<file path="src/rtl/core/nwrc_ram.sv">
// Generic single-port synchronous RAM with registered read data.
`timescale 1ns / 1ps
`default_nettype none

module nwrc_ram #(
  parameter int DEPTH = 64,
  parameter int WIDTH = 64,
  parameter int AW    = (DEPTH > 1) ? $clog2(DEPTH) : 1
) (
  input  wire logic             clk,
  input  wire logic             we,
  input  wire logic [AW-1:0]    addr,
  input  wire logic [WIDTH-1:0] wdata,
  output logic      [WIDTH-1:0] rdata
);

  logic [WIDTH-1:0] mem [DEPTH];

  always_ff @(posedge clk) begin
    if (we) begin
      mem[addr] <= wdata;
    end
    rdata <= mem[addr];
  end

endmodule

`default_nettype wire

</file>
<file path="config.mk">
export PLATFORM = sky130hd
export DESIGN_NAME = nwrc_ram
export DESIGN_NICKNAME = d
export VERILOG_FILES = /design/src/rtl/core/nwrc_ram.sv
export SDC_FILE = /design/constraint.sdc
export NUM_CORES = 2
export LEC_CHECK = 0
export BUFFER_PORTS_ARGS = -buffer_cell sky130_fd_sc_hd__buf_2
export CAP_MARGIN = 20
export CORE_UTILIZATION = 48
export CTS_CLUSTER_SIZE = 14
export DETAILED_ROUTE_END_ITERATION = 8
export GPL_ROUTABILITY_DRIVEN = 0
export HOLD_SLACK_MARGIN = 0.05
export PLACE_DENSITY = 0.59
export SLEW_MARGIN = 20
export SYNTH_ARGS = -nofsm -noshare
export SYNTH_HDL_FRONTEND = slang
export SYNTH_SLANG_ARGS = --single-unit
</file>
<file path="constraint.sdc">
create_clock -name clk -period 5.7 [get_ports clk]
set_clock_uncertainty 0.1 [all_clocks]
set_input_delay 0.57 -clock clk [delete_from_list [all_inputs] [get_ports clk]]
set_output_delay 0.57 -clock clk [all_outputs]
set_load 0.03 [all_outputs]
</file>
==> results.json <==
{
  "outcome": "completed",
  "multi_input_comb_area_sq_mm": 0.0289,
  "setup_viol": 0,
  "p_seq_share_pct": 53.3,
  "drc": 0,
  "area_delta_synth_final_pct": 13.2,
  "cts_sinks": 4160,
  "h-tree-depth": 5,
  "final_cell_mix": "4,096 x edfxtp_1, 684 x a22oi_1, 636 x a221oi_1",
  "hold_viol": 0,
  "dieWidth_um": 571,
  "numPortBuffers": 135,
  "synth_edf_count": 4096,
  "syn_inst": 8619,
  "die_h_um": 571,
  "peakVddDrop_mv": 0.334,
  "clkTransAtPathRegs_ns": 0.06,
  "postLayoutCoreUtil_pct": 54.7,
  "synth_flop_cell": "edfxtp_1",
  "worstReg2RegEnd": "rdata[2]$_DFF_P_",
  "worstHoldPathCells": 1,
  "io-pin-count": 136,
  "critPathTopFamily": "simple AND/OR/NAND/NOR gates",
  "instances_no_fill": 13500,
  "coreArea_sq_mm": 0.322,
  "total_power_mw": 63.9,
  "maxCapViolCount": 0,
  "worst_pin_slew_ns": 1.22,
  "drive_gt1_share_pct": 15.2,
  "crit_path_top_delay_cell": "nand2_1",
  "grt_pass1_vias": 88200,
  "cts_inserted_buffers": 419,
  "clkPwrFrac_pct": 41.5,
  "crit_fanout": 19,
  "synth_warnings": 0,
  "fp-row-count": 208,
  "worst_path_most_repeated_cell": "buf_4",
  "reg2reg_depth": 5,
  "crit_path_start_kind": "input port",
  "antenna_found_initial": 31,
  "p_int_mw": 49.7,
  "syn_nets": 8691,
  "switching_share_pct": 22.2,
  "max-slew-margin-rel_pct": 18.9,
  "cts_tree": "yes",
  "grt_pass1_wl_um": 685000,
  "regArea_sq_mm": 0.124,
  "post-route-min-period_ns": 3.85,
  "dieArea_sq_mm": 0.326,
  "grt_usage_pct": 29.8,
  "pwr_density_cell_mw_per_mm2": 363,
  "crit_required_ns": 6.44,
  "hold_class": "input port to register",
  "power_switching_mw": 14.2,
  "drt_pass1_iterations": 8,
  "path_cells": "dlygate4sd3_1 > buf_2 > and3b_2 > buf_4 > nand2_1 > buf_4 > o22ai_1 > nor4_1 > buf_4 > o2111ai_1 > nand3b_1",
  "cp.buffers_inverters": 5,
  "regToRegStartpoint": "mem[40][2]$_DFFE_PP_",
  "fillers": 24900,
  "synth_area_per_cell_sq_um": 18.0,
  "route.vias.total": 90900,
  "placed_cells": 12700,
  "tns_ns": 0,
  "cts_hold_buffers": 5,
  "slowest_delay_ns": 0.73,
  "synth_fa_ha_area_share_pct": 0,
  "pwr-share-comb_pct": 5.2,
  "ys_seq_elements": 4160,
  "grt_max_degree": 138,
  "syn_area_sq_mm": 0.155,
  "start_util_pct": 48.3,
  "grt.overflow.total": 0,
  "hp-start": "wdata[28]",
  "hpwlAfterDp_um": 258000,
  "worstSetupPathType": "input port to register",
  "post_drt_wl_per_cell_um": 36.5,
  "max_freq_mhz": 260,
  "regToRegSetupSlack_ns": 3.39,
  "postCtsSetupRepairBufs": 0,
  "muxShareOfSynthArea_pct": 4.56,
  "final_nets": 8920,
  "synth_xor_area_share_pct": 0,
  "yosysSeqAreaShare_pct": 79.9,
  "wl_um": 493000,
  "clk_latency_ns": 0.98,
  "leakage_nw": 54.8,
  "post_dp_cell_area_sq_mm": 0.163,
  "layout_commonest_cell": "edfxtp_1",
  "cts_buffer_depth": 4,
  "period_share_pct": 67.6,
  "drtAntennaViolNets": 0,
  "rsz0062_at_grt": "false",
  "synth_compound_area_share_pct": 11.3,
  "slew_violations": 0,
  "cts_resized": 0,
  "fin_area_sq_mm": 0.176,
  "drt_iter0_markers": 12300,
  "end_kind": "register",
  "synthArstFlopShare_pct": 0,
  "min_to": "mem[26][28]$_DFFE_PP_",
  "cts-root-buf": "clkbuf_16",
  "synth-simple-area-share_pct": 2.28,
  "cp.arrival_ns": 4.59,
  "synth.distinct_cells": 57,
  "synth_top_family_by_area": "compound AO/OA/AOI/OAI gates",
  "viasPerCell": 6.73
}
-- power by group through the flow --
stage / logic [mW] / registers, mW / clock network (mW)
floorplan: 1.57 / 34.7 / 0
global placement: 3.23 / 34.7 / 0
detailed placement: 3.28 / 34.7 / 0
CTS: 3.29 / 34.1 / 26.7
global route: 3.49 / 34.1 / 27.8
finish: 3.34 / 34.1 / 26.5
-- metal layers --
layer,global-route usage [%],share of wire (%),vias to the layer above
li1,-,-,36700
met1,40.9,39,47500
met2,47.2,47,5665
met3,5.31,10,1074
met4,12.5,4.8,2
met5,0,0.0026,-
-- metrics by stage --
stage	hold WS [ns]	setup WS [ns]
after detailed placement	0.488	1.45
after floorplan	0.459	0.527
final	0.0402	1.85
after global placement	0.492	1.53
after CTS	0.0554	1.92
after global routing	0.0711	1.77
-- layout make-up --
| class | count | area share (%) |
|---|---|---|
| multi-input combinational | 3801 | 16.4 |
| tap | 4305 | 3.06 |
| antenna | 10 | 0.0142 |
| clock inverter | 223 | 1.06 |
| timing repair buffer | 463 | 2.42 |
| sequential | 4160 | 70.6 |
| inverter | 3 | 0.0164 |
| clock buffer | 538 | 6.35 |
-- registers in the layout, indices dropped and copies added (netlist names) --
name,cells
mem,4096
rdata,64
-- worst max path at each step --
stage	startpoint	endpoint	slack, ns	cells past startpoint
global placement	addr[0]	mem[51][46]$_DFFE_PP_	1.53	5
global route	addr[3]	rdata[29]$_DFF_P_	1.77	11
floorplan	addr[2]	mem[15][0]$_DFFE_PP_	0.53	9
detailed placement	addr[0]	mem[11][10]$_DFFE_PP_	1.45	5
CTS	addr[3]	rdata[29]$_DFF_P_	1.92	11
finish	addr[3]	rdata[29]$_DFF_P_	1.85	11
-- Yosys cell counts, drive strengths merged, types with 2 or more instances --
master	count	area, sq um
nor2b	8	50.1
o22ai	506	3170
nand2b	4	25.0
or3	7	43.8
a222oi	28	280
dfxtp	64	1280
and3b	3	26.3
a22o	6	52.6
a31oi	2	12.5
edfxtp	4096	123000
or4	5	37.5
a211oi	33	248
o21ai	140	701
nand4	36	225
o22a	3	26.3
o32ai	5	43.8
a221oi	637	5590
nor3	25	130
and2	4	25.0
inv	3	11.3
clkbuf	280	1050
a22oi	684	5130
a311oi	27	236
buf	375	1870
a221o	30	300
mux2i	337	3370
a21oi	210	1050
o2111a	30	338
mux2	204	2300
and3	2	12.5
nor2	304	1150
nor3b	2	15.0
nand2	311	1170
o211ai	2	15.0
nor4	58	363
o221ai	13	114
a32o	2	20.0
mux4	63	1420
nand3b	30	225
nand3	7	35.0
o2111ai	27	236
-- cell families after synthesis --
logic type | after synthesis
buffers and inverters | 658
muxes | 604
AOI/OAI and AO/OA | 2389
and+or+nand+nor | 808
DFF | 4160
Note: power is estimated with default switching activity, not from simulation.
