## src/rtl/core/nwrc_pkg.sv

```systemverilog
// Shared types, widths and constants of the nearest wall ray cast core.
`timescale 1ns / 1ps
`default_nettype none

package nwrc_pkg;

  // Table size and direction precision
  localparam int MAX_WALLS  = 64;
  localparam int TRIG_BITS  = 16;

  localparam int WALL_IDX_W = (MAX_WALLS > 1) ? $clog2(MAX_WALLS) : 1;
  localparam int CNT_W      = $clog2(MAX_WALLS + 1);
  localparam int COORD_W    = 32;
  localparam int PT_W       = 2 * COORD_W;

  // Datapath widths
  localparam int DIFF_W   = COORD_W + 1;           // wall vector, offset from robot
  localparam int DIR_W    = TRIG_BITS + 2;         // signed cos / sin
  localparam int DEN_W    = DIR_W + DIFF_W + 1;    // cross products
  localparam int MAG_W    = DEN_W - 1;             // |den|, divisor
  localparam int QUO_W    = DIFF_W;                // quotient, at most |w|
  localparam int PROD_W   = MAG_W + QUO_W;         // num * |w|, dividend
  localparam int HIT_W    = DIFF_W + 1;
  localparam int EX_W     = HIT_W + 1;             // hit minus robot
  localparam int DOT_W    = EX_W + DIR_W + 1;
  localparam int SQ_W     = 64;                    // squared distance, mod 2^64
  localparam int DIST_W   = SQ_W + 1;
  localparam int MB_W     = (DIR_W > 18) ? DIR_W : 18;
  localparam int CHUNK_W  = MB_W - 1;
  localparam int MA_W     = DEN_W + 1;
  localparam int MP_W     = MA_W + MB_W;
  localparam int ITER_W   = $clog2(TRIG_BITS);
  localparam int ANG_W    = 34;
  localparam int DCNT_W   = $clog2(QUO_W + 1);

  // CORDIC start value: inverse gain rounded to TRIG_BITS fraction bits
  localparam logic [63:0] INV_GAIN_Q30 = 64'd652032874;
  localparam logic signed [DIR_W-1:0] CORDIC_X0 =
    DIR_W'((INV_GAIN_Q30 + (64'd1 << (29 - TRIG_BITS))) >> (30 - TRIG_BITS));

  // Command and status codes
  localparam logic CMD_ADD = 1'b0;
  localparam logic CMD_RAY = 1'b1;

  localparam logic [1:0] ST_STORED = 2'd0;
  localparam logic [1:0] ST_FULL   = 2'd1;
  localparam logic [1:0] ST_HIT    = 2'd2;
  localparam logic [1:0] ST_MISS   = 2'd3;

  typedef struct packed {
    logic                      cmd;
    logic signed [COORD_W-1:0] begin_x;
    logic signed [COORD_W-1:0] begin_y;
    logic signed [COORD_W-1:0] end_x;
    logic signed [COORD_W-1:0] end_y;
    logic signed [COORD_W-1:0] ray_x;
    logic signed [COORD_W-1:0] ray_y;
    logic [15:0]               ray_heading;
  } req_t;

  typedef struct packed {
    logic [1:0]                status;
    logic signed [COORD_W-1:0] hit_x;
    logic signed [COORD_W-1:0] hit_y;
  } rsp_t;

  // Direction unit result
  typedef struct packed {
    logic                    done;
    logic signed [DIR_W-1:0] dx;
    logic signed [DIR_W-1:0] dy;
  } dir_t;

  // Divider request and result
  typedef struct packed {
    logic              start;
    logic [PROD_W-1:0] numer;
    logic [MAG_W-1:0]  den;
  } div_req_t;

  typedef struct packed {
    logic             done;
    logic [QUO_W-1:0] quo;
  } div_rsp_t;

  // Arctangent of 2^-i as a 32-bit binary angle
  function automatic logic signed [ANG_W-1:0] atan_bam(input logic [4:0] idx);
    case (idx)
      5'd0:    return ANG_W'(536870912);
      5'd1:    return ANG_W'(316933406);
      5'd2:    return ANG_W'(167458907);
      5'd3:    return ANG_W'(85004756);
      5'd4:    return ANG_W'(42667331);
      5'd5:    return ANG_W'(21354465);
      5'd6:    return ANG_W'(10679838);
      5'd7:    return ANG_W'(5340245);
      5'd8:    return ANG_W'(2670163);
      5'd9:    return ANG_W'(1335087);
      5'd10:   return ANG_W'(667544);
      5'd11:   return ANG_W'(333772);
      5'd12:   return ANG_W'(166886);
      5'd13:   return ANG_W'(83443);
      5'd14:   return ANG_W'(41722);
      5'd15:   return ANG_W'(20861);
      5'd16:   return ANG_W'(10430);
      5'd17:   return ANG_W'(5215);
      5'd18:   return ANG_W'(2608);
      5'd19:   return ANG_W'(1304);
      5'd20:   return ANG_W'(652);
      5'd21:   return ANG_W'(326);
      5'd22:   return ANG_W'(163);
      5'd23:   return ANG_W'(81);
      default: return ANG_W'(0);
    endcase
  endfunction

endpackage

`default_nettype wire

```

## src/rtl/core/nwrc_cordic.sv

```systemverilog
// Iterative rotation-mode CORDIC: heading to (cos, sin), one step per cycle.
`timescale 1ns / 1ps
`default_nettype none

module nwrc_cordic (
  input  wire logic        clk,
  input  wire logic        rst,
  input  wire logic        start,
  input  wire logic [15:0] heading,
  output nwrc_pkg::dir_t   dir
);

  logic                                  busy;
  logic                                  done;
  logic                                  flip;
  logic [nwrc_pkg::ITER_W-1:0]           iter;
  logic signed [nwrc_pkg::DIR_W-1:0]     x;
  logic signed [nwrc_pkg::DIR_W-1:0]     y;
  logic signed [nwrc_pkg::ANG_W-1:0]     z;

  logic [31:0]                           ang;
  logic                                  flip_in;
  logic [31:0]                           ang_f;
  logic signed [nwrc_pkg::DIR_W-1:0]     xs;
  logic signed [nwrc_pkg::DIR_W-1:0]     ys;
  logic signed [nwrc_pkg::ANG_W-1:0]     step_ang;

  // Fold second and third quadrants by a half turn
  assign ang     = {heading, 16'h0000};
  assign flip_in = (ang[31:30] == 2'b01) || (ang[31:30] == 2'b10);
  assign ang_f   = flip_in ? (ang ^ 32'h8000_0000) : ang;

  // Arithmetic shifts round toward minus infinity
  assign xs       = x >>> iter;
  assign ys       = y >>> iter;
  assign step_ang = nwrc_pkg::atan_bam(5'(iter));

  always_ff @(posedge clk) begin
    if (rst) begin
      busy <= 1'b0;
      done <= 1'b0;
    end else begin
      done <= 1'b0;
      if (start) begin
        busy <= 1'b1;
        iter <= '0;
        x    <= nwrc_pkg::CORDIC_X0;
        y    <= '0;
        z    <= nwrc_pkg::ANG_W'($signed(ang_f));
        flip <= flip_in;
      end else if (busy) begin
        if (!z[nwrc_pkg::ANG_W-1]) begin
          x <= x - ys;
          y <= y + xs;
          z <= z - step_ang;
        end else begin
          x <= x + ys;
          y <= y - xs;
          z <= z + step_ang;
        end
        iter <= iter + 1'b1;
        if (iter == nwrc_pkg::ITER_W'(nwrc_pkg::TRIG_BITS - 1)) begin
          busy <= 1'b0;
          done <= 1'b1;
        end
      end
    end
  end

  assign dir.done = done;
  assign dir.dx   = flip ? -x : x;
  assign dir.dy   = flip ? -y : y;

endmodule

`default_nettype wire

```

## config.mk

```make
export PLATFORM = sky130hd
export DESIGN_NAME = nwrc_cordic
export DESIGN_NICKNAME = d
export VERILOG_FILES = /design/src/rtl/core/nwrc_pkg.sv /design/src/rtl/core/nwrc_cordic.sv
export SDC_FILE = /design/constraint.sdc
export NUM_CORES = 1
export LEC_CHECK = 0
export ABC_AREA = 1
export CORE_AREA = 5 5 165 167
export CTS_BUF_LIST = sky130_fd_sc_hd__clkbuf_4
export DETAILED_ROUTE_END_ITERATION = 10
export DIE_AREA = 0 0 170 172
export DONT_BUFFER_PORTS = 1
export PLACE_DENSITY = 0.58
export SLEW_MARGIN = 5
export SYNTH_ARGS = -nofsm -noshare
export SYNTH_HDL_FRONTEND = slang
export SYNTH_SLANG_ARGS = --single-unit
```

## constraint.sdc

```tcl
create_clock -name clk -period 5.2 [get_ports clk]
set_input_delay 1.04 -clock clk [delete_from_list [all_inputs] [get_ports clk]]
set_output_delay 1.04 -clock clk [all_outputs]
set_load 0.05 [all_outputs]
```

==> qor.yml <==
status: "finished, final reports clean"
ys_ff_latch: 107
critPathTopFamily: "simple AND/OR/NAND/NOR gates"
cp.required_ns: 5.51
ioPinCount: 56
max_slew_margin_pct: 21.0
netlist_area_um2: 11400
fp-row-count: 59
first_iter_violations: 853
critPathBufInv: 1
fin_cells: 2032
dp.cells: 2015
die_w_um: 170
io_buffers: 0
postCtsHoldBufs: 0
syn2layout_area_growth_pct: 3.37
die-height_um: 172
path_cells: "clkinv_4 > nand3_1 > nand3_1 > nand3_1 > nand2_1 > ha_1 > and3_1 > nand3_1 > nand2_2 > nand2_2 > nor2_4 > xor2_1 > ha_1 > a21oi_1 > o21ai_0 > a21oi_1 > nor3b_1 > nand3_1 > nand2_1 > nor2_1"
dr.pass1.iters: 5
yosysWarnings: 0
clk_pin_slew_ns: 0.20
num_vias: 11100
path_class: "reg2reg"
power_leakage_nw: 5.52
finalWirelength_um: 32800
synth.distinct_cells: 52
slowest_delay_ns: 0.76
timing.final.crit_share_pct: 86.8
tns_ns: 0
wire_per_inst_um: 16.2
hpwl_um: 25600
yosysTopAreaCell: "edfxtp_1"
synth.net_count: 1822
cts_max_path_buffers: 2
grt_pass1_vias: 10500
synth_area_leaders: "edfxtp_1 20%, nand2_1 13%, nand3_1 9.3%"
layout-drive-gt1-share_pct: 4.89
final_core_util_pct: 45.8
antenna_found_initial: 1
endpoint_kind: "flop"
avgSynthCellArea_um2: 6.60
drv_slew: 0
p_per_area_nw_per_um2: 506
globalplace.congestion: 0.926
cpMostUsedCell: "nand3_1"
die-area_um2: 29200
grt-ovfl-total: 0
synthCells: 1720
cts_htree_levels: 3
vias_per_cell: 5.47
worst_setup_path_start_kind: "flop"
antenna_left: 0
fmax_mhz: 221
cp_max_fo: 35
grt.total_usage_pct: 22.4
cts_tree: "built"
cts_setup_buffers: 0
grt_pass1_wl_um: 52900
numCtsBuffers: 9
ctsResizeCount: 0
arrival_ns: 4.82
core_um2: 25600
setup_viol: 0
cp_slowest_cell: "edfxtp_1"
worstMarginPinSlew_ns: 1.18
root_buffer: "clkbuf_4"
rsz0062_at_grt: "no"
synth_top_area_share_pct: 19.8
worstHoldPathType: "reg2reg"
drv_cap: 0
ys_seq_area_share_pct: 25.5
fin_skew_ns: 0.0576
ff2ff_setup_slack_ns: 0.69
clk-insertion-delay-late_ns: 0.52
hold_viol_final: 0
route.detailed.drc: 0
ir_worst_vdd_uv: 194
layout_min_cycle_time_ns: 4.51
grt_max_degree: 57
final_nets: 1793
cts_num_sinks: 107
start_util_pct: 44.3
## sequential cells by signal, summed over array words and instances (netlist names)
signal    count
z            34
x            18
step_ang     30
iter          4
flip          1
busy          1
done          1
y            18
## Yosys cell counts, drive strengths merged
cell type and n:
xnor2 32, o21bai 8, o22ai 2, nor2 186, o21ai 136, o221ai 3
clkinv 2, buf 36, dfxtp 32, or2 10, a21o 11, and3 2
clkbuf 23, a211o 1, o2111ai 1, a31oi 12, nand4 11, a21oi 122
nand2 424, o21a 8, inv 166, ha 80, o31ai 8, a21boi 2
nor3b 1, nor3 31, a211oi 2, fa 3, and2 1, nand3b 5
o211ai 3, a22oi 1, xor2 60, nor4 3, nand3 216, o31a 1
edfxtp 75
## logic make-up (layout without fill, tap and decap cells)
logic type                 Yosys count  count (layout)  share of synthesized area (%)
xor gates and xnor gates            92              92                           7.10
other                                0               1                              0
buffers and inverters              227             203                           8.61
AOI/OAI and AO/OA                  321             321                           15.6
adders and majority gates           83              83                           9.35
and+or+nand+nor                    890             890                           33.9
DFF                                107             107                           25.5
## layer usage
metal / track usage, % / vias to the layer above / share of wire [%]
li1: - / 5727 / -
met3: 3.45 / 68 / 4.7
met4: 7.29 / 0 / 3.1
met1: 28.2 / 5034 / 45
met5: 0 / - / 0
met2: 39.4 / 277 / 48
## worst register-to-register path: stages, from the launching register on
cell and delay [ns]:
edfxtp_1 0.76, clkinv_4 0.40, nand3_1 0.22, nand3_1 0.11, nand3_1 0.14, nand2_1 0.12
ha_1 0.22, and3_1 0.20, nand3_1 0.10, nand2_2 0.09, nand2_2 0.15, nor2_4 0.05
xor2_1 0.15, ha_1 0.35, a21oi_1 0.21, o21ai_0 0.14, a21oi_1 0.19, nor3b_1 0.50
nand3_1 0.14, nand2_1 0.08, nor2_1 0.05
## cells in the final DEF, fill, tap and decap left out, types with 3 or more instances in the layout
cell / synthesis / layout
o221ai_1: 3 / 3
xor2_1: 60 / 60
nor4_1: 3 / 3
nand2_1: 408 / 408
a21o_1: 11 / 11
o21a_1: 8 / 8
nand4_1: 11 / 11
clkbuf_4: 0 / 10
nor2_2: 5 / 5
buf_4: 5 / 19
o21bai_1: 8 / 8
a21oi_1: 122 / 122
nand3b_1: 4 / 4
or2_2: 10 / 10
a31oi_1: 12 / 12
nand3_2: 5 / 5
nor3_1: 30 / 30
o21ai_1: 7 / 10
nand3_1: 211 / 211
dfxtp_1: 32 / 32
nor2_1: 180 / 180
edfxtp_1: 75 / 75
ha_1: 80 / 80
o21ai_2: 4 / 4
fa_1: 3 / 3
inv_1: 162 / 162
inv_2: 4 / 5
xnor2_1: 32 / 32
o211ai_1: 3 / 3
nand2_2: 15 / 14
o21ai_0: 125 / 122
o31ai_1: 8 / 8
## path summary, 6_finish.rpt
check,cells after the start,startpoint,endpoint
worst max-delay path,20,iter[1]$_SDFFCE_PP0P_,y[17]$_SDFFCE_PP0P_
worst min-delay path,2,busy$_SDFF_PP0_,done$_SDFF_PP0_
worst max register to register,20,iter[1]$_SDFFCE_PP0P_,y[17]$_SDFFCE_PP0P_
worst min register to register,2,busy$_SDFF_PP0_,done$_SDFF_PP0_
## report_power, final
part	leakage, nW	total, W	internal, W	switching [W]
logic	4.43	0.00393	0.00128	0.00265
clock network	0.0908	0.000501	0.000198	0.000303
registers	0.996	0.00150	0.00120	0.000301
## stage by stage
step                instance area (um2)  total power [W]  worst slack, ns  hold slack (ns)
floorplan                         11400          0.00455             1.19            0.464
global placement                  11600          0.00541            0.784            0.548
detailed placement                11600          0.00542            0.719            0.554
CTS                               11700          0.00594            0.718            0.577
global route                      11700          0.00653            0.288            0.611
finish                            11700          0.00593            0.685            0.564
## area by class of cell
class | instances | area (um2)
fillers | 2750 | 13900
clock inverters | 6 | 80.1
inverters | 168 | 636
multi-input cells | 1386 | 7490
well taps | 335 | 419
clock buffers | 10 | 75.1
diodes | 1 | 2.50
flip-flops and latches | 107 | 2890
repair buffers | 19 | 143
(Power assumes the default switching activity.)
