==> src/rtl/core/nwrc_pkg.sv <==
// Shared types, widths and constants of the nearest wall ray cast core.
`timescale 1ns / 1ps
`default_nettype none

package nwrc_pkg;

  // Table size and direction precision
  localparam int MAX_WALLS  = 64;
  localparam int TRIG_BITS  = 16;

  localparam int WALL_IDX_W = (MAX_WALLS > 1) ? $clog2(MAX_WALLS) : 1;
  localparam int CNT_W      = $clog2(MAX_WALLS + 1);
  localparam int COORD_W    = 32;
  localparam int PT_W       = 2 * COORD_W;

  // Datapath widths
  localparam int DIFF_W   = COORD_W + 1;           // wall vector, offset from robot
  localparam int DIR_W    = TRIG_BITS + 2;         // signed cos / sin
  localparam int DEN_W    = DIR_W + DIFF_W + 1;    // cross products
  localparam int MAG_W    = DEN_W - 1;             // |den|, divisor
  localparam int QUO_W    = DIFF_W;                // quotient, at most |w|
  localparam int PROD_W   = MAG_W + QUO_W;         // num * |w|, dividend
  localparam int HIT_W    = DIFF_W + 1;
  localparam int EX_W     = HIT_W + 1;             // hit minus robot
  localparam int DOT_W    = EX_W + DIR_W + 1;
  localparam int SQ_W     = 64;                    // squared distance, mod 2^64
  localparam int DIST_W   = SQ_W + 1;
  localparam int MB_W     = (DIR_W > 18) ? DIR_W : 18;
  localparam int CHUNK_W  = MB_W - 1;
  localparam int MA_W     = DEN_W + 1;
  localparam int MP_W     = MA_W + MB_W;
  localparam int ITER_W   = $clog2(TRIG_BITS);
  localparam int ANG_W    = 34;
  localparam int DCNT_W   = $clog2(QUO_W + 1);

  // CORDIC start value: inverse gain rounded to TRIG_BITS fraction bits
  localparam logic [63:0] INV_GAIN_Q30 = 64'd652032874;
  localparam logic signed [DIR_W-1:0] CORDIC_X0 =
    DIR_W'((INV_GAIN_Q30 + (64'd1 << (29 - TRIG_BITS))) >> (30 - TRIG_BITS));

  // Command and status codes
  localparam logic CMD_ADD = 1'b0;
  localparam logic CMD_RAY = 1'b1;

  localparam logic [1:0] ST_STORED = 2'd0;
  localparam logic [1:0] ST_FULL   = 2'd1;
  localparam logic [1:0] ST_HIT    = 2'd2;
  localparam logic [1:0] ST_MISS   = 2'd3;

  typedef struct packed {
    logic                      cmd;
    logic signed [COORD_W-1:0] begin_x;
    logic signed [COORD_W-1:0] begin_y;
    logic signed [COORD_W-1:0] end_x;
    logic signed [COORD_W-1:0] end_y;
    logic signed [COORD_W-1:0] ray_x;
    logic signed [COORD_W-1:0] ray_y;
    logic [15:0]               ray_heading;
  } req_t;

  typedef struct packed {
    logic [1:0]                status;
    logic signed [COORD_W-1:0] hit_x;
    logic signed [COORD_W-1:0] hit_y;
  } rsp_t;

  // Direction unit result
  typedef struct packed {
    logic                    done;
    logic signed [DIR_W-1:0] dx;
    logic signed [DIR_W-1:0] dy;
  } dir_t;

  // Divider request and result
  typedef struct packed {
    logic              start;
    logic [PROD_W-1:0] numer;
    logic [MAG_W-1:0]  den;
  } div_req_t;

  typedef struct packed {
    logic             done;
    logic [QUO_W-1:0] quo;
  } div_rsp_t;

  // Arctangent of 2^-i as a 32-bit binary angle
  function automatic logic signed [ANG_W-1:0] atan_bam(input logic [4:0] idx);
    case (idx)
      5'd0:    return ANG_W'(536870912);
      5'd1:    return ANG_W'(316933406);
      5'd2:    return ANG_W'(167458907);
      5'd3:    return ANG_W'(85004756);
      5'd4:    return ANG_W'(42667331);
      5'd5:    return ANG_W'(21354465);
      5'd6:    return ANG_W'(10679838);
      5'd7:    return ANG_W'(5340245);
      5'd8:    return ANG_W'(2670163);
      5'd9:    return ANG_W'(1335087);
      5'd10:   return ANG_W'(667544);
      5'd11:   return ANG_W'(333772);
      5'd12:   return ANG_W'(166886);
      5'd13:   return ANG_W'(83443);
      5'd14:   return ANG_W'(41722);
      5'd15:   return ANG_W'(20861);
      5'd16:   return ANG_W'(10430);
      5'd17:   return ANG_W'(5215);
      5'd18:   return ANG_W'(2608);
      5'd19:   return ANG_W'(1304);
      5'd20:   return ANG_W'(652);
      5'd21:   return ANG_W'(326);
      5'd22:   return ANG_W'(163);
      5'd23:   return ANG_W'(81);
      default: return ANG_W'(0);
    endcase
  endfunction

endpackage

`default_nettype wire

==> src/rtl/core/nwrc_div.sv <==
// Restoring divider, one quotient bit per cycle, result rounded half away.
`timescale 1ns / 1ps
`default_nettype none

module nwrc_div (
  input  wire logic           clk,
  input  wire logic           rst,
  input  nwrc_pkg::div_req_t  req,
  output nwrc_pkg::div_rsp_t  rsp
);

  logic                          busy;
  logic                          done;
  logic [nwrc_pkg::DCNT_W-1:0]   cnt;
  logic [nwrc_pkg::MAG_W-1:0]    den_q;
  logic [nwrc_pkg::MAG_W-1:0]    rem;
  logic [nwrc_pkg::QUO_W-1:0]    low;

  logic [nwrc_pkg::MAG_W:0]      trial;
  logic [nwrc_pkg::MAG_W:0]      diff;
  logic                          ge;
  logic                          rnd;

  // Low bits of the dividend shift out while quotient bits shift in
  assign trial = {rem, low[nwrc_pkg::QUO_W-1]};
  assign diff  = trial - {1'b0, den_q};
  assign ge    = trial >= {1'b0, den_q};
  assign rnd   = rem >= (den_q - rem);

  always_ff @(posedge clk) begin
    if (rst) begin
      busy <= 1'b0;
      done <= 1'b0;
    end else begin
      done <= 1'b0;
      if (req.start) begin
        busy  <= 1'b1;
        cnt   <= nwrc_pkg::DCNT_W'(nwrc_pkg::QUO_W);
        den_q <= req.den;
        rem   <= req.numer[nwrc_pkg::PROD_W-1:nwrc_pkg::QUO_W];
        low   <= req.numer[nwrc_pkg::QUO_W-1:0];
      end else if (busy) begin
        rem <= ge ? diff[nwrc_pkg::MAG_W-1:0] : trial[nwrc_pkg::MAG_W-1:0];
        low <= {low[nwrc_pkg::QUO_W-2:0], ge};
        cnt <= cnt - 1'b1;
        if (cnt == nwrc_pkg::DCNT_W'(1)) begin
          busy <= 1'b0;
          done <= 1'b1;
        end
      end
    end
  end

  assign rsp.done = done;
  assign rsp.quo  = low + nwrc_pkg::QUO_W'(rnd);

endmodule

`default_nettype wire

==> config.mk <==
export PLATFORM = sky130hd
export DESIGN_NAME = nwrc_div
export DESIGN_NICKNAME = d
export VERILOG_FILES = /design/src/rtl/core/nwrc_pkg.sv /design/src/rtl/core/nwrc_div.sv
export SDC_FILE = /design/constraint.sdc
export NUM_CORES = 1
export LEC_CHECK = 0
export BUFFER_PORTS_ARGS = -buffer_cell sky130_fd_sc_hd__buf_2
export CORE_ASPECT_RATIO = 0.9
export CORE_MARGIN = 4
export CORE_UTILIZATION = 65
export DETAILED_ROUTE_END_ITERATION = 8
export PLACE_DENSITY = 0.88
export REMOVE_ABC_BUFFERS = 1
export SLEW_MARGIN = 20
export SYNTH_ARGS = -nofsm -noshare
export SYNTH_HDL_FRONTEND = slang
export SYNTH_SLANG_ARGS = --single-unit
export TNS_END_PERCENT = 10
==> constraint.sdc <==
create_clock -name clk -period 11.3 [get_ports clk]
set_input_delay 0.565 -clock clk [delete_from_list [all_inputs] [get_ports clk]]
set_output_delay 0.565 -clock clk [all_outputs]
set_load 0.01 [all_outputs]
==> results of run 1 <==
==> metrics by stage <==
stage | setup WS (ns) | std cells | util, %
finish | 3.492 | 1996 | 74.25
global route | 2.971 | 1996 | 74.25
floorplan | 5.284 | 1502 | -
global placement | 4.504 | 1964 | 71.33
CTS | 3.620 | 1996 | 74.25
detailed placement | 4.187 | 1964 | 71.33
==> where the power goes <==
group | total [W] | switching (W) | internal, W
logic | 0.00104 | 0.000614 | 0.000429
clock network | 0.000599 | 0.000276 | 0.000323
registers | 0.000692 | 0.0000472 | 0.000645
==> placed cells by master (no fill, tap or decap), drive strengths merged, types with 7 or more instances in the layout <==
master,n
a211oi,10
a21o,94
a21oi,140
a311oi,12
a31oi,16
and2,10
and3,25
buf,176
clkbuf,18
edfxtp,141
ha,157
inv,143
mux2,62
mux2i,10
nand2,103
nand2b,13
nand3,63
nand4,33
nor2,104
nor2b,9
nor3,26
nor4,7
o211ai,10
o21a,14
o21ai,82
o21bai,17
or3,10
xnor2,71
xor2,43
==> metal layers <==
metal | wire [microns] | up-vias
met5 | 13 | -
met4 | 1462 | 2
met3 | 4710 | 140
li1 | - | 6050
met2 | 18340 | 853
met1 | 16830 | 6067
==> flip-flops by register name, indices dropped and copies added, names as in the netlist <==
signal  cells
rem        51
done        1
cnt         6
den_q      51
low        33
busy        1
==> critical path: cells and delay by family (launching register included) <==
family | cells | cell delay, ns
xor+xnor | 1 | 0.14
flops | 1 | 0.47
fa+ha+maj | 5 | 1.48
simple gates | 6 | 0.96
buf+inv | 2 | 0.26
compound gates | 15 | 3.49
==> worst paths after layout <==
kind | from | end | slack, ns | cells past startpoint
setup / recovery | rem[0] | rsp[18] | 3.49 | 29
hold reg to reg | busy | done | 0.52 | 1
setup reg to reg | low[32] | rem[24] | 7.02 | 13
hold / removal | req[43] | den_q[43] | 0.29 | 1
==> area by class of cell <==
cell class,instances,share of cell area [%]
multi-input cells,1224,57.19
flip-flops and latches,143,27.55
repair buffers,176,5.759
inverters,135,3.266
clock buffers,18,2.831
well taps,286,2.307
clock inverters,14,1.097
==> logic make-up after synthesis <==
logic type | after synthesis
AO/OA/AOI/OAI | 461
AND/OR/NAND/NOR | 418
buffers and inverters | 196
adder cells (fa/ha/maj) | 159
flip-flops | 143
XOR/XNOR | 114
multiplexers | 72
==> flow_summary.ini, run 1 <==
[detailed_routing]
drt_first_pass_iters = 9
first_iter_violations = 1430
drt-total-wl_mm = 41.35
routedWlPerCell_microns = 20.72
drt-vias-per-instance = 6.569
ant_nets = 0
vias = 13112
drc = 0

[die]
start_util_pct = 66.44
coreArea_sq_um = 20900
die_width_microns = 162.0
die-area_sq_um = 23760
die_h_microns = 146.6
rows = 50
pin_count = 172

[timing]
skew_ns = 0.01766
fin_setup_tns_ns = 0
slew_viol_final = 0
worst_pin_slew_ns = 1.106
fin_crit_sh_pct = 69.10
min_period_ns = 7.808
setup_violations = 0
max_slew_margin_pct = 26.27
hold_viol = 0
fmax_mhz = 128.1
hold_ws_ns = 0.2883
rsz0062_at_grt = false

[global_route]
grt.busiest_layer = met2
use_met1_pct = 45.21
use_met2_pct = 53.31
met3_usage_pct = 9.540
grt_max_degree = 72
overflow = 0
grt_use_total_pct = 34.08
grt_pass1_wl_mm = 65.52
grt_pass1_vias = 12694
antenna_found_initial = 1

[clocking]
cts_buffers = 17
postCtsResizedCells = 0
hold_buffers = 0
cts_root_buffer = clkbuf_16
h-tree-depth = 4
cts.reportedPaths.clkPinSlew_ns = 0.08
clkLatencyLatePin_ns = 0.45
cts_tree = done
cts_setup_buffers = 0
clockBufferDepth = 2
clock_sinks = 143

[critical_path]
crit_fanout = 5
cp-start-kind = flop
endpoint_kind = output pin
critical-path-max-stage-delay_ns = 0.47
crit_type = flop to output pin
cpMostUsedCell = ha_1
crit_required_ns = 10.74
cp_slowest_cell = edfxtp_1
worst_ep_arrival_time_ns = 7.24

[synthesis]
synth_edf_count = 141
synth_top_family_by_area = compound AO/OA/AOI/OAI gates
syn_area_sq_um = 13880
synth_compound_area_share_pct = 21.82
synth.most_common_cell = ha_1
synth-xor-area-share_pct = 7.192
synthTopCellsByArea = edfxtp_1 (31%), ha_1 (14%), a21o_1 (5.1%)
netlist_instances = 1563
yosysUniqueCellTypes = 72
synth_top_area_share_pct = 30.50
ys_top_cells_by_count = ha_1 (157), edfxtp_1 (141), a21oi_1 (139)
synth_seq_cells = 143
syn_avg_cell_area_sq_um = 8.882
synth-adder-area-share_pct = 14.44
synth_ff_type = edfxtp_1
yosys.area_share.simple_pct = 14.55
synthArstFlopShare_pct = 0
synthMuxAreaShare_pct = 5.750
synth_top_cell_by_area = edfxtp_1
yosysWarnings = 0
ys_seq_area_share_pct = 30.79

[final_layout]
regArea_sq_um = 4274
nets = 1994
finalInstanceArea_sq_um = 15510
n_antenna_cell = 0
fill_cells = 1583
syn_to_final_growth_pct = 11.75
drive_above_1_share_pct = 17.13
multi_input_area_sq_um = 8872

[power_and_ir_drop]
ir_drop_mv = 0.09218
power_density_nw_per_um2 = 150.4
power_w = 0.002334
power_leakage_nw = 7.114

[placement]
gp_congestion = 0.9860
dp_hpwl_mm = 31.14
numPortBuffers = 171
dpl-instance-area_sq_um = 14900

[status]
status = completed

[job]
maxCapViolCount = 0

[hold_path]
hp-class = input pin to flop
(Power assumes the default switching activity.)
==> run 2: changes to the inputs <==
CORE_UTILIZATION = 55   (was 65)
PLACE_DENSITY = 0.79   (was 0.88)
clock period = 6.6 ns   (was 11.3 ns; I/O delays follow)
==> run 2 against run 1 <==
The run now ends with setup timing left. Via count decreased by 2.0%. Sequential cell count did not move. Clock skew barely moved. Clock power increased by 53%. Critical path depth rose by 2. Routed wire length down 0.46%. Total power up 70%. Global-route usage decreased by 5.7 points. Register-to-register slack worse by 4.8 ns.
==> flow_summary.ini, run 2 (same netlist as run 1, synthesis figures left out) <==
[final_layout]
largest_registers = den_q x51, rem x51, low x33
final_cell_mix = buf_2 (171), ha_1 (145), edfxtp_1 (141)
nets = 2034
layout_commonest_cell = buf_2
finalInstanceArea_sq_um = 16130
fill_cells = 2023
syn_to_final_growth_pct = 16.19
drive_above_1_share_pct = 21.54

[detailed_routing]
drt-total-wl_mm = 41.16
drt_first_pass_iters = 6
drc = 0
ant_nets = 0
routedWlPerCell_microns = 19.72
first_iter_violations = 1095
drt-vias-per-instance = 6.159
vias = 12854

[global_route]
antenna_found_initial = 3
overflow = 0
grt_max_degree = 72
grt_pass1_vias = 12098
grt_use_total_pct = 28.33
grt_pass1_wl_mm = 64.60

[die]
die-area_sq_um = 27850
die_width_microns = 175.5
pin_count = 172
rows = 54
die_h_microns = 158.7
start_util_pct = 56.60
coreArea_sq_um = 24530

[placement]
gp_congestion = 0.9769
pre_cts_ws_ns = -0.009988
dpl-instance-area_sq_um = 15080
dp_hpwl_mm = 30.58
numPortBuffers = 171

[critical_path]
cp-start-kind = flop
r2r-end = rem[24]
cpMostUsedCell = a21o_1
rr_startpoint = den_q[0]
r2r_slack_ns = 2.25
crit_fanout = 4
crit_end = rsp[21]
cp-startpoint = rem[5]
crit_required_ns = 6.27
crit_type = flop to output pin
endpoint_kind = output pin
r2r_cells = 13
cp_slowest_cell = edfxtp_1
worst_ep_arrival_time_ns = 6.31
critical-path-max-stage-delay_ns = 0.42

[job]
maxCapViolCount = 0

[clocking]
cts_root_buffer = clkbuf_16
h-tree-depth = 4
clkLatencyLatePin_ns = 0.45
clockBufferDepth = 2
hold_buffers = 0
cts_buffers = 17
cts_tree = done
clock_sinks = 143
cts.reportedPaths.clkPinSlew_ns = 0.07

[timing]
skew_ns = 0.01794
finalWorstSetupSlack_ns = -0.03509
hold_viol = 0
min_period_ns = 6.635
rsz0062_at_grt = true
fmax_mhz = 150.7
worst_pin_slew_ns = 1.077
slew_viol_final = 0
max_slew_margin_pct = 28.20
setup_violations = 4
fin_crit_sh_pct = 100.5

[power_and_ir_drop]
power_leakage_nw = 7.305
ir_drop_mv = 0.1851
power_density_nw_per_um2 = 245.9

[hold_path]
hp-class = input pin to flop

[status]
violations = setup timing
status = finished with violations
==> run 2: changes by cell type in the layout (fill, tap and decap cells not counted), moves of 4 or more <==
cell	previous run	this run
ha_4	0	8
ha_2	0	4
and3_1	25	21
and3_4	0	4
a21oi_1	139	134
buf_4	5	44
ha_1	157	145
inv_8	5	0
clkinv_4	2	6
==> run 2: cell type report <==
type / count / area (sq um) / share of cell area, %
clock inverter: 14 / 108.9 / 0.6749
clock buffer: 18 / 429.2 / 2.661
tap: 336 / 420.4 / 2.606
sequential: 143 / 4274 / 26.50
timing repair buffer: 216 / 1197 / 7.424
antenna: 1 / 2.502 / 0.01551
inverter: 135 / 506.7 / 3.142
multi-input combinational: 1224 / 9190 / 56.98
==> run 2: report_power, final <==
| part | switching, W | internal, W | total [W] |
|---|---|---|---|
| Combinational | 0.00107 | 0.000798 | 0.00186 |
| Clock | 0.000433 | 0.000485 | 0.000918 |
| Sequential | 0.0000803 | 0.00111 | 0.00119 |
| Total | 0.00158 | 0.00239 | 0.00397 |
==> run 2: timing repair <==
| item | 4_1_cts | 5_1_grt |
|---|---|---|
| cloned | 0 | 0 |
| resized for setup | 32 | 30 |
| endpoints found under the setup margin | 25 | 25 |
| buffers inserted | 10 | 15 |
| pin swaps | 9 | 27 |
==> run 2: worst min-delay path by stage <==
stage	end	cells past startpoint	startpoint
after floorplan	busy	1	rst
after detailed placement	done	1	busy
after CTS	den_q[38]	1	req[38]
final	den_q[43]	1	req[43]
after global routing	den_q[15]	1	req[15]
after global placement	done	1	busy
==> run 2: critical path: cells and delay by family (launching register included) <==
kind            cells  cell delay (ns)
compound gates     15             3.10
simple gates        7             0.83
fa+ha+maj           3             0.68
buf+inv             4             0.51
flops               1             0.42
xor+xnor            2             0.31
==> run 2: through the flow <==
step | instances | hold slack, ns | total power, W | TNS (ns) | utilization (%)
2_1_floorplan | 1502 | 0.4021 | 0.002431 | 0 | -
3_3_place_gp | 2029 | 0.5019 | 0.002870 | 0 | 61.48
3_5_place_dp | 2029 | 0.5031 | 0.002908 | -0.02665 | 61.48
4_1_cts | 2071 | 0.03575 | 0.003888 | 0 | 64.75
5_1_grt | 2086 | 0.03443 | 0.004201 | -3.769 | 65.75
6_report | 2087 | 0.04842 | 0.003967 | -0.07627 | 65.76
==> run 2: metal layers <==
metal	share of wire [%]	track usage, %	up-vias
met1	44	40.02	6030
met3	9.2	6.776	62
met2	45	44.50	641
met4	1.7	6.308	6
li1	-	-	6115
met5	0.12	0	-
